[src/hw/rtl/ils_pkg.sv]
// Shared types and codes for the indexed list store.
package ils_pkg;

  typedef enum logic [2:0] {
    OP_APPEND = 3'd0,
    OP_DROP   = 3'd1,
    OP_INSERT = 3'd2,
    OP_REMOVE = 3'd3,
    OP_READ   = 3'd4,
    OP_FIND   = 3'd5
  } ils_op_t;

  typedef enum logic [1:0] {
    ST_OK    = 2'd0,
    ST_FULL  = 2'd1,
    ST_EMPTY = 2'd2,
    ST_RANGE = 2'd3
  } ils_status_t;

  // Per-cycle update broadcast to every cell.
  typedef struct packed {
    logic ins;  // open a slot at idx, move higher entries up one cell
    logic del;  // close the slot at idx, move higher entries down one cell
  } ils_shift_t;

  localparam int OPERATION_W      = 3;
  localparam int VALUE_W          = 32;
  localparam int POSITION_W       = 7;
  localparam int READ_VALUE_W     = 32;
  localparam int FOUND_POSITION_W = 6;
  localparam int COUNT_W          = 7;
  localparam int STATUS_W         = 2;

endpackage

[src/hw/rtl/ils_cell.sv]
// One storage cell of the list: holds one element and one hop of the scan chain.
module ils_cell #(
  parameter int IDX   = 0,
  parameter int EW    = 32,
  parameter int CNT_W = 7,
  parameter int IDX_W = 6
) (
  input  logic                clk,
  input  ils_pkg::ils_shift_t shift_i,
  input  logic [CNT_W-1:0]    idx_i,
  input  logic [EW-1:0]       value_i,
  input  logic [EW-1:0]       left_i,
  input  logic [EW-1:0]       right_i,
  output logic [EW-1:0]       data_o,
  input  logic                find_i,
  input  logic [CNT_W-1:0]    pos_i,
  input  logic [CNT_W-1:0]    count_i,
  input  logic [EW-1:0]       key_i,
  input  logic                hit_i,
  input  logic [IDX_W-1:0]    hidx_i,
  input  logic [EW-1:0]       hdata_i,
  output logic                hit_o,
  output logic [IDX_W-1:0]    hidx_o,
  output logic [EW-1:0]       hdata_o
);
  import ils_pkg::*;

  localparam logic [CNT_W-1:0] MY_POS = CNT_W'(IDX);
  localparam logic [IDX_W-1:0] MY_IDX = IDX_W'(IDX);

  logic [EW-1:0]    data_r, data_nxt;
  logic             hit_r, hit_nxt;
  logic [IDX_W-1:0] hidx_r, hidx_nxt;
  logic [EW-1:0]    hdata_r, hdata_nxt;
  logic             sel;

  always_comb begin
    data_nxt = data_r;
    if (shift_i.ins) begin
      if (MY_POS == idx_i) begin
        data_nxt = value_i;
      end else if (MY_POS > idx_i) begin
        data_nxt = left_i;
      end
    end else if (shift_i.del) begin
      if (MY_POS >= idx_i) begin
        data_nxt = right_i;
      end
    end
  end

  // Lower cells overwrite the carry, so the first match survives to cell 0.
  assign sel = find_i ? ((MY_POS < count_i) && (data_r == key_i)) : (MY_POS == pos_i);

  always_comb begin
    hit_nxt   = hit_i;
    hidx_nxt  = hidx_i;
    hdata_nxt = hdata_i;
    if (sel) begin
      hit_nxt   = 1'b1;
      hidx_nxt  = MY_IDX;
      hdata_nxt = data_r;
    end
  end

  always_ff @(posedge clk) begin
    data_r  <= data_nxt;
    hit_r   <= hit_nxt;
    hidx_r  <= hidx_nxt;
    hdata_r <= hdata_nxt;
  end

  assign data_o  = data_r;
  assign hit_o   = hit_r;
  assign hidx_o  = hidx_r;
  assign hdata_o = hdata_r;

endmodule

[config.mk]
export PLATFORM = sky130hd
export DESIGN_NAME = ils_cell
export DESIGN_NICKNAME = d
export VERILOG_FILES = /design/src/hw/rtl/ils_pkg.sv /design/src/hw/rtl/ils_cell.sv
export SDC_FILE = /design/constraint.sdc
export NUM_CORES = 1
export LEC_CHECK = 0
export ABC_AREA = 1
export BUFFER_PORTS_ARGS = -buffer_cell sky130_fd_sc_hd__buf_2
export CAP_MARGIN = 40
export CORE_AREA = 2 2 102 104
export CTS_CLUSTER_DIAMETER = 50
export DETAILED_ROUTE_END_ITERATION = 7
export DIE_AREA = 0 0 104 106
export PLACE_DENSITY = 0.79
export SKIP_LAST_GASP = 1
export SLEW_MARGIN = 20
export SYNTH_ARGS = -nofsm -noshare
export SYNTH_HDL_FRONTEND = slang
export SYNTH_SLANG_ARGS = --single-unit
[constraint.sdc]
create_clock -name clk -period 2.64 [get_ports clk]
set_clock_uncertainty 0.05 [all_clocks]
set_input_delay 0.132 -clock clk [delete_from_list [all_inputs] [get_ports clk]]
set_output_delay 0.132 -clock clk [all_outputs]
set_load 0.01 [all_outputs]
==> impl_metrics.json, run 1 <==
{
  "run_status": "completed",
  "antenna_left": 0,
  "cts_resized": 0,
  "cts_tree": "yes",
  "drt-initial-drc-count": 259,
  "cp_max_fo": 38,
  "grt_pass1_wl_mm": 20.2,
  "power.share.sequential_pct": 51.3,
  "p_int_w": 0.00175,
  "drt-met1-wl_mm": 4.89,
  "hold_viol": 0,
  "finalMaxSlewViolations": 0,
  "hold_end": "data_o[5]",
  "synth.top_cell.area_share_pct": 26.5,
  "dp_hpwl_mm": 9.49,
  "dp_cells": 868,
  "ys.flop_type": "dfxtp_1",
  "min_period_ns": 1.90,
  "initial_core_util_pct": 36.2,
  "yosys.area.top_type": "edfxtp_1",
  "fmax_ghz": 0.526,
  "reg2reg_depth": 11,
  "clock_latency_ns": 0.33,
  "synth.area.top_cells": "edfxtp_1 27%, dfxtp_1 22%, nand2_1 14%, a21oi_1 9.0%, nor2_1 5.8%",
  "syn_inst": 483,
  "whs_ns": 0.0632,
  "setup-tns-final_ns": 0,
  "port_buffers": 262,
  "area.sequential_um2": 1740,
  "worstSetupPathType": "flop to flop",
  "vias": 4265,
  "leakage_nw": 2.90,
  "htreeDepth": 3,
  "drc_errors": 0,
  "synth_area_um2": 3620,
  "synth.most_common_cell": "nand2_1",
  "die_area_um2": 11000,
  "multi_input_area_um2": 1570,
  "synth-edff-count": 32,
  "p_sw_w": 0.000584,
  "clock_sinks": 71,
  "dp_slack_ns": 0.700,
  "cts_root_buf": "clkbuf_8",
  "grt_max_degree": 39,
  "crit_path_end_kind": "flop",
  "crit_chain": "nand2_1, nand2_1, inv_2, nand2_1, nor2_1, nand2_1, nor2_2, nand3_4, nand2_4, nand2_1, nand2_1",
  "die_height_um": 106,
  "switching_share_pct": 25.0,
  "whs_path_depth": 3,
  "antenna_found_initial": 1,
  "fill_cells": 951,
  "cts_buffers": 9,
  "async_reset_ff_share_pct": 0,
  "fin_nets": 974,
  "area_delta_synth_final_pct": 55.3,
  "gp_congestion": 0.865,
  "wl_per_cell_um": 14.1,
  "dr.pass1.iters": 4,
  "avgSynthCellArea_um2": 7.50,
  "cp.arrival_ns": 2.13,
  "n_antenna_cell": 0,
  "dr.max_layer_used": "met5",
  "hold_class": "input port to flop",
  "layout-drive-gt1-share_pct": 40.2,
  "path_clk_slew_ns": 0.08,
  "grt_pass1_vias": 4286,
  "die_w_um": 104,
  "finalSetupViolCount": 0,
  "maxSlewHeadroom_pct": 54.6,
  "slowest_delay_ns": 0.46,
  "wl_met3_mm": 1.06,
  "globalRouteTotalUtil_pct": 23.4,
  "rsz0062_at_grt": "false",
  "worst_slew_pin_slew_ns": 0.681,
  "rrSetupSlack_ns": 0.74,
  "pwr-share-comb_pct": 17.3,
  "setup_ws_ns": 0.738,
  "synth_nets": 675,
  "yosys-top-cells-count": "133 x nand2_1, 65 x a21oi_1, 56 x nor2_1",
  "ctsLongestPathBuffers": 2,
  "crit_path_frequent_cell": "nand2_1",
  "dr_wl_met2_mm": 6.72,
  "cap_violations": 0,
  "routed_wl_mm": 13.0,
  "min_from": "right_i[5]",
  "cpMaxStageDelayCell": "edfxtp_1",
  "ys_seq_area_share_pct": 48.0,
  "critPathRequiredTime_ns": 2.87,
  "start_kind": "flop",
  "cellPowerDensity_nw_per_um2": 415,
  "yosysWarnings": 0,
  "overflow": 0,
  "core-area_um2": 10000,
  "period_share_pct": 72.1,
  "fin_cells": 923,
  "yosysUniqueCellTypes": 26,
  "ios": 263,
  "r2r-start": "data_o[17]",
  "power.share.clock_pct": 31.5,
  "r2r_end": "hdata_o[0]",
  "ir_worst_vdd_mv": 0.187,
  "ys_ff_latch": 71,
  "rows": 37,
  "drt-vias-per-instance": 4.62
}
-- how the worst max path moves through the flow --
| stage | start | endpoint | slack (ns) | depth (start not counted) |
|---|---|---|---|---|
| after global placement | data_o[15] | hdata_o[29] | 0.72 | 11 |
| after global routing | data_o[18] | hdata_o[6] | 0.45 | 9 |
| after floorplan | idx_i[5] | data_o[0] | 0.08 | 4 |
| final | data_o[17] | hdata_o[0] | 0.74 | 11 |
| after detailed placement | data_o[18] | hdata_o[0] | 0.70 | 9 |
| after CTS | data_o[18] | hdata_o[0] | 0.68 | 9 |
-- power groups by stage --
stage / sequential (W) / clock, W / combinational (W)
after floorplan: 0.00124 / 0 / 0.000119
after global placement: 0.00122 / 0 / 0.000342
after detailed placement: 0.00122 / 0 / 0.000353
after CTS: 0.00120 / 0.000762 / 0.000400
after global routing: 0.00120 / 0.000826 / 0.000447
final: 0.00120 / 0.000734 / 0.000403
-- state kept, by name, summed over array words and instances (netlist names) --
register / flops
hdata_o: 32
hit_o: 1
hidx_o: 6
data_o: 32
-- cells by family after synthesis --
kind of cell,after synthesis,share of synthesized area (%)
AO/OA/AOI/OAI,72,9.98
XOR/XNOR,11,2.66
buffers and inverters,73,9.04
flip-flops,71,48.0
AND/OR/NAND/NOR,256,30.3
-- final cells by class --
type | count | area share [%]
clock buffer | 12 | 2.40
clock inverter | 4 | 0.422
inverter | 50 | 3.33
multi-input combinational | 339 | 27.9
sequential | 71 | 30.9
tap | 136 | 3.02
timing repair buffer | 311 | 31.9
-- cell usage in the layout, fill, tap and decap left out, types with 9 or more instances in the layout --
cell type      count
nand3_1           35
buf_2            262
buf_4              9
nand2_1          133
dfxtp_1           39
a21oi_1           65
nor2_1            55
xnor2_1            9
edfxtp_1          32
clkbuf_8           9
inv_1             46
dlygate4sd3_1     39
nand2_2           20
-- routing by layer --
layer | vias up | GRT usage, %
met5 | - | 0
met4 | 2 | 8.49
met1 | 1872 | 25.5
met2 | 230 | 43.1
li1 | 2131 | -
met3 | 30 | 6.99
-- stage by stage --
stage / total power (W) / util [%] / area [um2]
final: 0.00233 / 56.3 / 5630
after global routing: 0.00247 / 56.3 / 5630
after CTS: 0.00236 / 56.3 / 5630
after detailed placement: 0.00157 / 50.8 / 5080
after global placement: 0.00156 / 50.5 / 5050
after floorplan: 0.00136 / - / 3620
-- critical path, delay by kind of cell, from the launching register on --
kind	cells	cell delay, ns
buffers and inverters	1	0.04
flip-flops	1	0.46
AND/OR/NAND/NOR	10	1.30
-- what timing repair did --
| action | in CTS | in global routing |
|---|---|---|
| hold buffers | 39 | 0 |
| endpoints found under the hold margin | 39 | 0 |
| buffers inserted | 0 | 0 |
No activity file was read; power rests on OpenSTA's default activity.
==> run 2, diff against run 1 <==
==> constraint.sdc (replaced) <==
create_clock -name clk -period 1.6 [get_ports clk]
set_clock_uncertainty 0.05 [all_clocks]
set_input_delay 0.08 -clock clk [delete_from_list [all_inputs] [get_ports clk]]
set_output_delay 0.08 -clock clk [all_outputs]
set_load 0.01 [all_outputs]
==> impl_metrics.json, run 2 (same netlist as run 1, synthesis figures left out) <==
{
  "run_status": "finished with violations",
  "violations": "setup timing",
  "placed_area_um2": 5420,
  "worstSetupPathType": "flop to flop",
  "crit_path_end_kind": "flop",
  "htreeDepth": 3,
  "cp_top_family": "simple AND/OR/NAND/NOR gates",
  "ir_worst_vdd_mv": 0.526,
  "rsz0062_at_grt": "true",
  "die_w_um": 104,
  "fin_cells": 973,
  "gp_congestion": 0.827,
  "fmax_ghz": 0.596,
  "finalMaxSlewViolations": 0,
  "grt.busiest_layer": "met2",
  "drt-initial-drc-count": 224,
  "layout-drive-gt1-share_pct": 44.1,
  "area_delta_synth_final_pct": 70.3,
  "clock_latency_ns": 0.34,
  "min_period_ns": 1.68,
  "finalSetupViolCount": 38,
  "cpMaxStageDelayCell": "edfxtp_1",
  "cellPowerDensity_nw_per_um2": 688,
  "fill_cells": 901,
  "hold_class": "input port to flop",
  "ctsLongestPathBuffers": 2,
  "cts_root_buf": "clkbuf_8",
  "clock_sinks": 71,
  "crit_chain": "inv_1, nand2_1, nand2_1, nand2_1, nor2_2, nand2_1, nor2_2, nand3_4, buf_12, nand3_1, nand2_1",
  "dp_hpwl_mm": 10.2,
  "hold_viol": 0,
  "grt_pass1_vias": 4413,
  "cap_violations": 0,
  "cts_tree": "yes",
  "antenna_left": 0,
  "grt_pass1_wl_mm": 21.2,
  "grt_max_degree": 33,
  "antenna_found_initial": 1,
  "drt-vias-per-instance": 4.60,
  "mostFrequentLayoutCells": "262 x buf_2, 130 x nand2_1, 65 x a21oi_1, 54 x nor2_1, 49 x buf_4",
  "leakage_nw": 3.19,
  "grtUsageMet1_pct": 26.3,
  "ios": 263,
  "cp.arrival_ns": 1.86,
  "setup_ws_ns": -0.0771,
  "dp_cells": 909,
  "slowest_delay_ns": 0.44,
  "die_height_um": 106,
  "routed_wl_mm": 14.1,
  "crit_path_frequent_cell": "nand2_1",
  "initial_core_util_pct": 36.2,
  "drc_errors": 0,
  "vias": 4474,
  "dr.pass1.iters": 5,
  "fin_area_um2": 6170,
  "dp_slack_ns": -0.112,
  "path_clk_slew_ns": 0.08,
  "final_common_cell": "buf_2",
  "die_area_um2": 11000,
  "maxSlewHeadroom_pct": 73.4,
  "period_share_pct": 105,
  "worst_slew_pin_slew_ns": 0.400,
  "cts_buffers": 9,
  "use_met2_pct": 47.4,
  "rows": 37,
  "start_kind": "flop",
  "cp_max_fo": 21,
  "core-area_um2": 10000,
  "globalRouteTotalUtil_pct": 24.6,
  "overflow": 0,
  "critPathRequiredTime_ns": 1.78,
  "port_buffers": 262,
  "wl_per_cell_um": 14.5,
  "fin_nets": 1023,
  "use_met3_pct": 5.21,
  "cp_num_buf_inv": 2
}
run 2: power breakdown:
part / total (W) / internal (W) / leakage [nW] / switching [W]
combinational: 0.000685 / 0.000381 / 2.45 / 0.000305
sequential: 0.00198 / 0.00196 / 0.627 / 0.0000178
clock: 0.00159 / 0.000894 / 0.114 / 0.000695
run 2: layer usage:
layer / up-vias / wire [um]
li1: 2230 / -
met1: 1991 / 5210
met2: 231 / 7490
met3: 22 / 1090
met4: 0 / 321
met5: - / 0
run 2: worst paths after layout:
| path | startpoint | endpoint | slack (ns) | cells past startpoint |
|---|---|---|---|---|
| setup / recovery | data_o[30] | hdata_o[10] | -0.08 | 11 |
| setup reg to reg | data_o[30] | hdata_o[10] | -0.08 | 11 |
| hold reg to reg | data_o[21] | hdata_o[21] | 0.46 | 2 |
| hold / removal | right_i[11] | data_o[11] | 0.02 | 3 |
run 2: final cells by class:
| cell class | count | area [um2] | share of cell area (%) |
|---|---|---|---|
| sequential | 71 | 1740 | 28.2 |
| timing repair buffer | 360 | 2240 | 36.2 |
| multi-input combinational | 339 | 1600 | 25.9 |
| inverter | 50 | 188 | 3.04 |
| clock inverter | 2 | 16.3 | 0.263 |
| tap | 136 | 170 | 2.76 |
| antenna | 1 | 2.50 | 0.0405 |
| clock buffer | 14 | 216 | 3.51 |
run 2: repair_timing:
item / 4_1_cts / 5_1_grt
resized for setup: 2 / 8
endpoints found under the hold margin: 41 / 0
hold buffers: 41 / 0
setup buffers: 2 / 3
pin swaps: 0 / 0
cloned: 0 / 1
setup endpoints to repair: 38 / 39
run 2: worst min-delay path: stages:
cell	delay, ns
buf_2	0.07
nor2_1	0.03
a21oi_1	0.10
run 2: through the flow:
stage | setup TNS, ns | hold slack (ns) | power (W) | utilization, %
after global routing | -6.58 | 0.0229 | 0.00444 | 61.7
final | -1.49 | 0.0219 | 0.00425 | 61.7
after floorplan | 0 | 0.136 | 0.00225 | -
after detailed placement | -3.46 | 0.219 | 0.00261 | 54.2
after CTS | -1.98 | 0.00241 | 0.00428 | 60.9
after global placement | -2.79 | 0.221 | 0.00259 | 54.2
==> run 3, diff against run 2 <==
--- a/config.mk
+++ b/config.mk
@@ -8,11 +8,12 @@
 export ABC_AREA = 1
 export BUFFER_PORTS_ARGS = -buffer_cell sky130_fd_sc_hd__buf_2
 export CAP_MARGIN = 40
-export CORE_AREA = 2 2 102 104
+export CORE_AREA = 2 2 101 103
+export CTS_BUF_LIST = sky130_fd_sc_hd__clkbuf_2
 export CTS_CLUSTER_DIAMETER = 50
 export DETAILED_ROUTE_END_ITERATION = 7
-export DIE_AREA = 0 0 104 106
-export PLACE_DENSITY = 0.79
+export DIE_AREA = 0 0 103 105
+export PLACE_DENSITY = 0.81
 export SKIP_LAST_GASP = 1
 export SLEW_MARGIN = 20
 export SYNTH_ARGS = -nofsm -noshare
==> impl_metrics.json, run 3 (same netlist as run 1, synthesis figures left out) <==
{
  "run_status": "finished with violations",
  "violations": "setup timing",
  "htreeDepth": 3,
  "antenna_found_initial": 1,
  "mostFrequentLayoutCells": "262 x buf_2, 118 x nand2_1, 103 x dlygate4sd3_1, 65 x a21oi_1, 54 x nor2_1",
  "worstSetupPathType": "flop to flop",
  "drt-initial-drc-count": 217,
  "clock_sinks": 71,
  "rows": 36,
  "worst_slew_pin_slew_ns": 0.334,
  "ir_worst_vdd_mv": 0.317,
  "dp_cells": 902,
  "gp_congestion": 0.834,
  "finalSetupViolCount": 38,
  "wl_per_cell_um": 14.9,
  "cellPowerDensity_nw_per_um2": 566,
  "fin_cells": 1031,
  "antenna_left": 0,
  "cts_buffers": 9,
  "fmax_ghz": 0.576,
  "crit_path_end_kind": "flop",
  "whs_ns": 0.0711,
  "port_buffers": 262,
  "grt_pass1_vias": 4869,
  "globalRouteTotalUtil_pct": 27.3,
  "start_kind": "flop",
  "cts_root_buf": "clkbuf_2",
  "rsz0062_at_grt": "true",
  "cts_tree": "yes",
  "min_period_ns": 1.74,
  "cp_max_fo": 7,
  "grt_pass1_wl_mm": 22.5,
  "grt_max_degree": 26,
  "clock_latency_ns": 0.50,
  "cap_violations": 0,
  "initial_core_util_pct": 37.6,
  "path_clk_slew_ns": 0.24,
  "hold_class": "input port to flop",
  "hold_viol": 0,
  "die_height_um": 105,
  "drt-vias-per-instance": 4.67,
  "overflow": 0,
  "dr.pass1.iters": 5,
  "core-area_um2": 9640,
  "leakage_nw": 3.49,
  "die_area_um2": 10800,
  "cp.arrival_ns": 2.13,
  "fill_cells": 757,
  "routed_wl_mm": 15.3,
  "period_share_pct": 108,
  "ios": 263,
  "area_delta_synth_final_pct": 87.9,
  "die_w_um": 103,
  "critPathRequiredTime_ns": 2.00,
  "layout-drive-gt1-share_pct": 42.3,
  "ctsLongestPathBuffers": 2,
  "maxSlewHeadroom_pct": 77.6,
  "dp_hpwl_mm": 9.97,
  "vias": 4819,
  "drc_errors": 0,
  "setup_ws_ns": -0.136,
  "finalMaxSlewViolations": 0,
  "final_common_cell": "buf_2",
  "fin_nets": 1084
}
==> run 3: cell count changes in the layout (fill, tap and decap cells not counted), sizes merged <==
cell and change:
inv +2, clkinv +1, bufinv +1, dlygate4sd3 +62, clkbuf -2, buf -3
==> run 3: routing by layer <==
metal	GRT usage, %	up-vias	share of wire (%)
met5	0	-	0
met4	12.4	0	3.7
met3	5.82	51	8.9
met2	50.0	290	52
met1	29.0	2122	36
li1	-	2356	-
==> run 3: path summary, 6_finish.rpt <==
check	end	slack, ns	from	cells after the start
setup / recovery	hdata_o[19]	-0.14	data_o[27]	10
hold / removal	data_o[1]	0.07	shift_i[0]	4
setup reg to reg	hdata_o[19]	-0.14	data_o[27]	10
hold reg to reg	hdata_o[30]	0.51	data_o[30]	2
==> run 3: where the power goes <==
part	switching [W]	internal [W]	leakage (nW)
sequential	0.0000165	0.00196	0.627
clock	0.000670	0.000363	0.0702
combinational	0.000340	0.000510	2.79
==> run 3: what timing repair did <==
item / 4_1_cts / 5_1_grt
hold endpoints to repair: 71 / 0
resized for setup: 6 / 23
endpoints found under the setup margin: 39 / 39
buffers inserted: 5 / 0
gates cloned: 1 / 3
pin swaps: 4 / 7
hold buffers: 103 / 0
==> run 3: area by class of cell <==
| cell class | instances | area (um2) | area share [%] |
|---|---|---|---|
| flip-flops and latches | 71 | 1740 | 25.6 |
| clock buffers | 10 | 50.0 | 0.735 |
| diodes | 1 | 2.50 | 0.0367 |
| inverters | 50 | 188 | 2.76 |
| clock inverters | 6 | 58.8 | 0.863 |
| repair buffers | 421 | 2940 | 43.2 |
| multi-input cells | 339 | 1660 | 24.4 |
| well taps | 133 | 166 | 2.44 |
==> run 3: per-stage QoR <==
stage                     utilization, %  setup WS, ns  total power [W]  area [um2]  setup TNS (ns)
after global routing                70.7        -0.254          0.00405        6810           -8.45
final                               70.7        -0.136          0.00386        6810           -3.97
after detailed placement            56.3        -0.178          0.00261        5430           -5.73
after floorplan                        -        0.0149          0.00225        3650               0
after global placement              56.3        -0.138          0.00260        5430           -4.78
after CTS                           69.0        -0.134          0.00385        6660           -3.66
==> run 3: critical path, cell delays in order (launching register included) <==
cell and delay [ns]:
edfxtp_1 0.51, nand2_1 0.12, o21ai_0 0.10, nor2_1 0.13
nand2_1 0.08, nor2_2 0.17, nand3_4 0.13, nand2_8 0.16
clkbuf_16 0.18, nand2_4 0.04, nand2_2 0.04
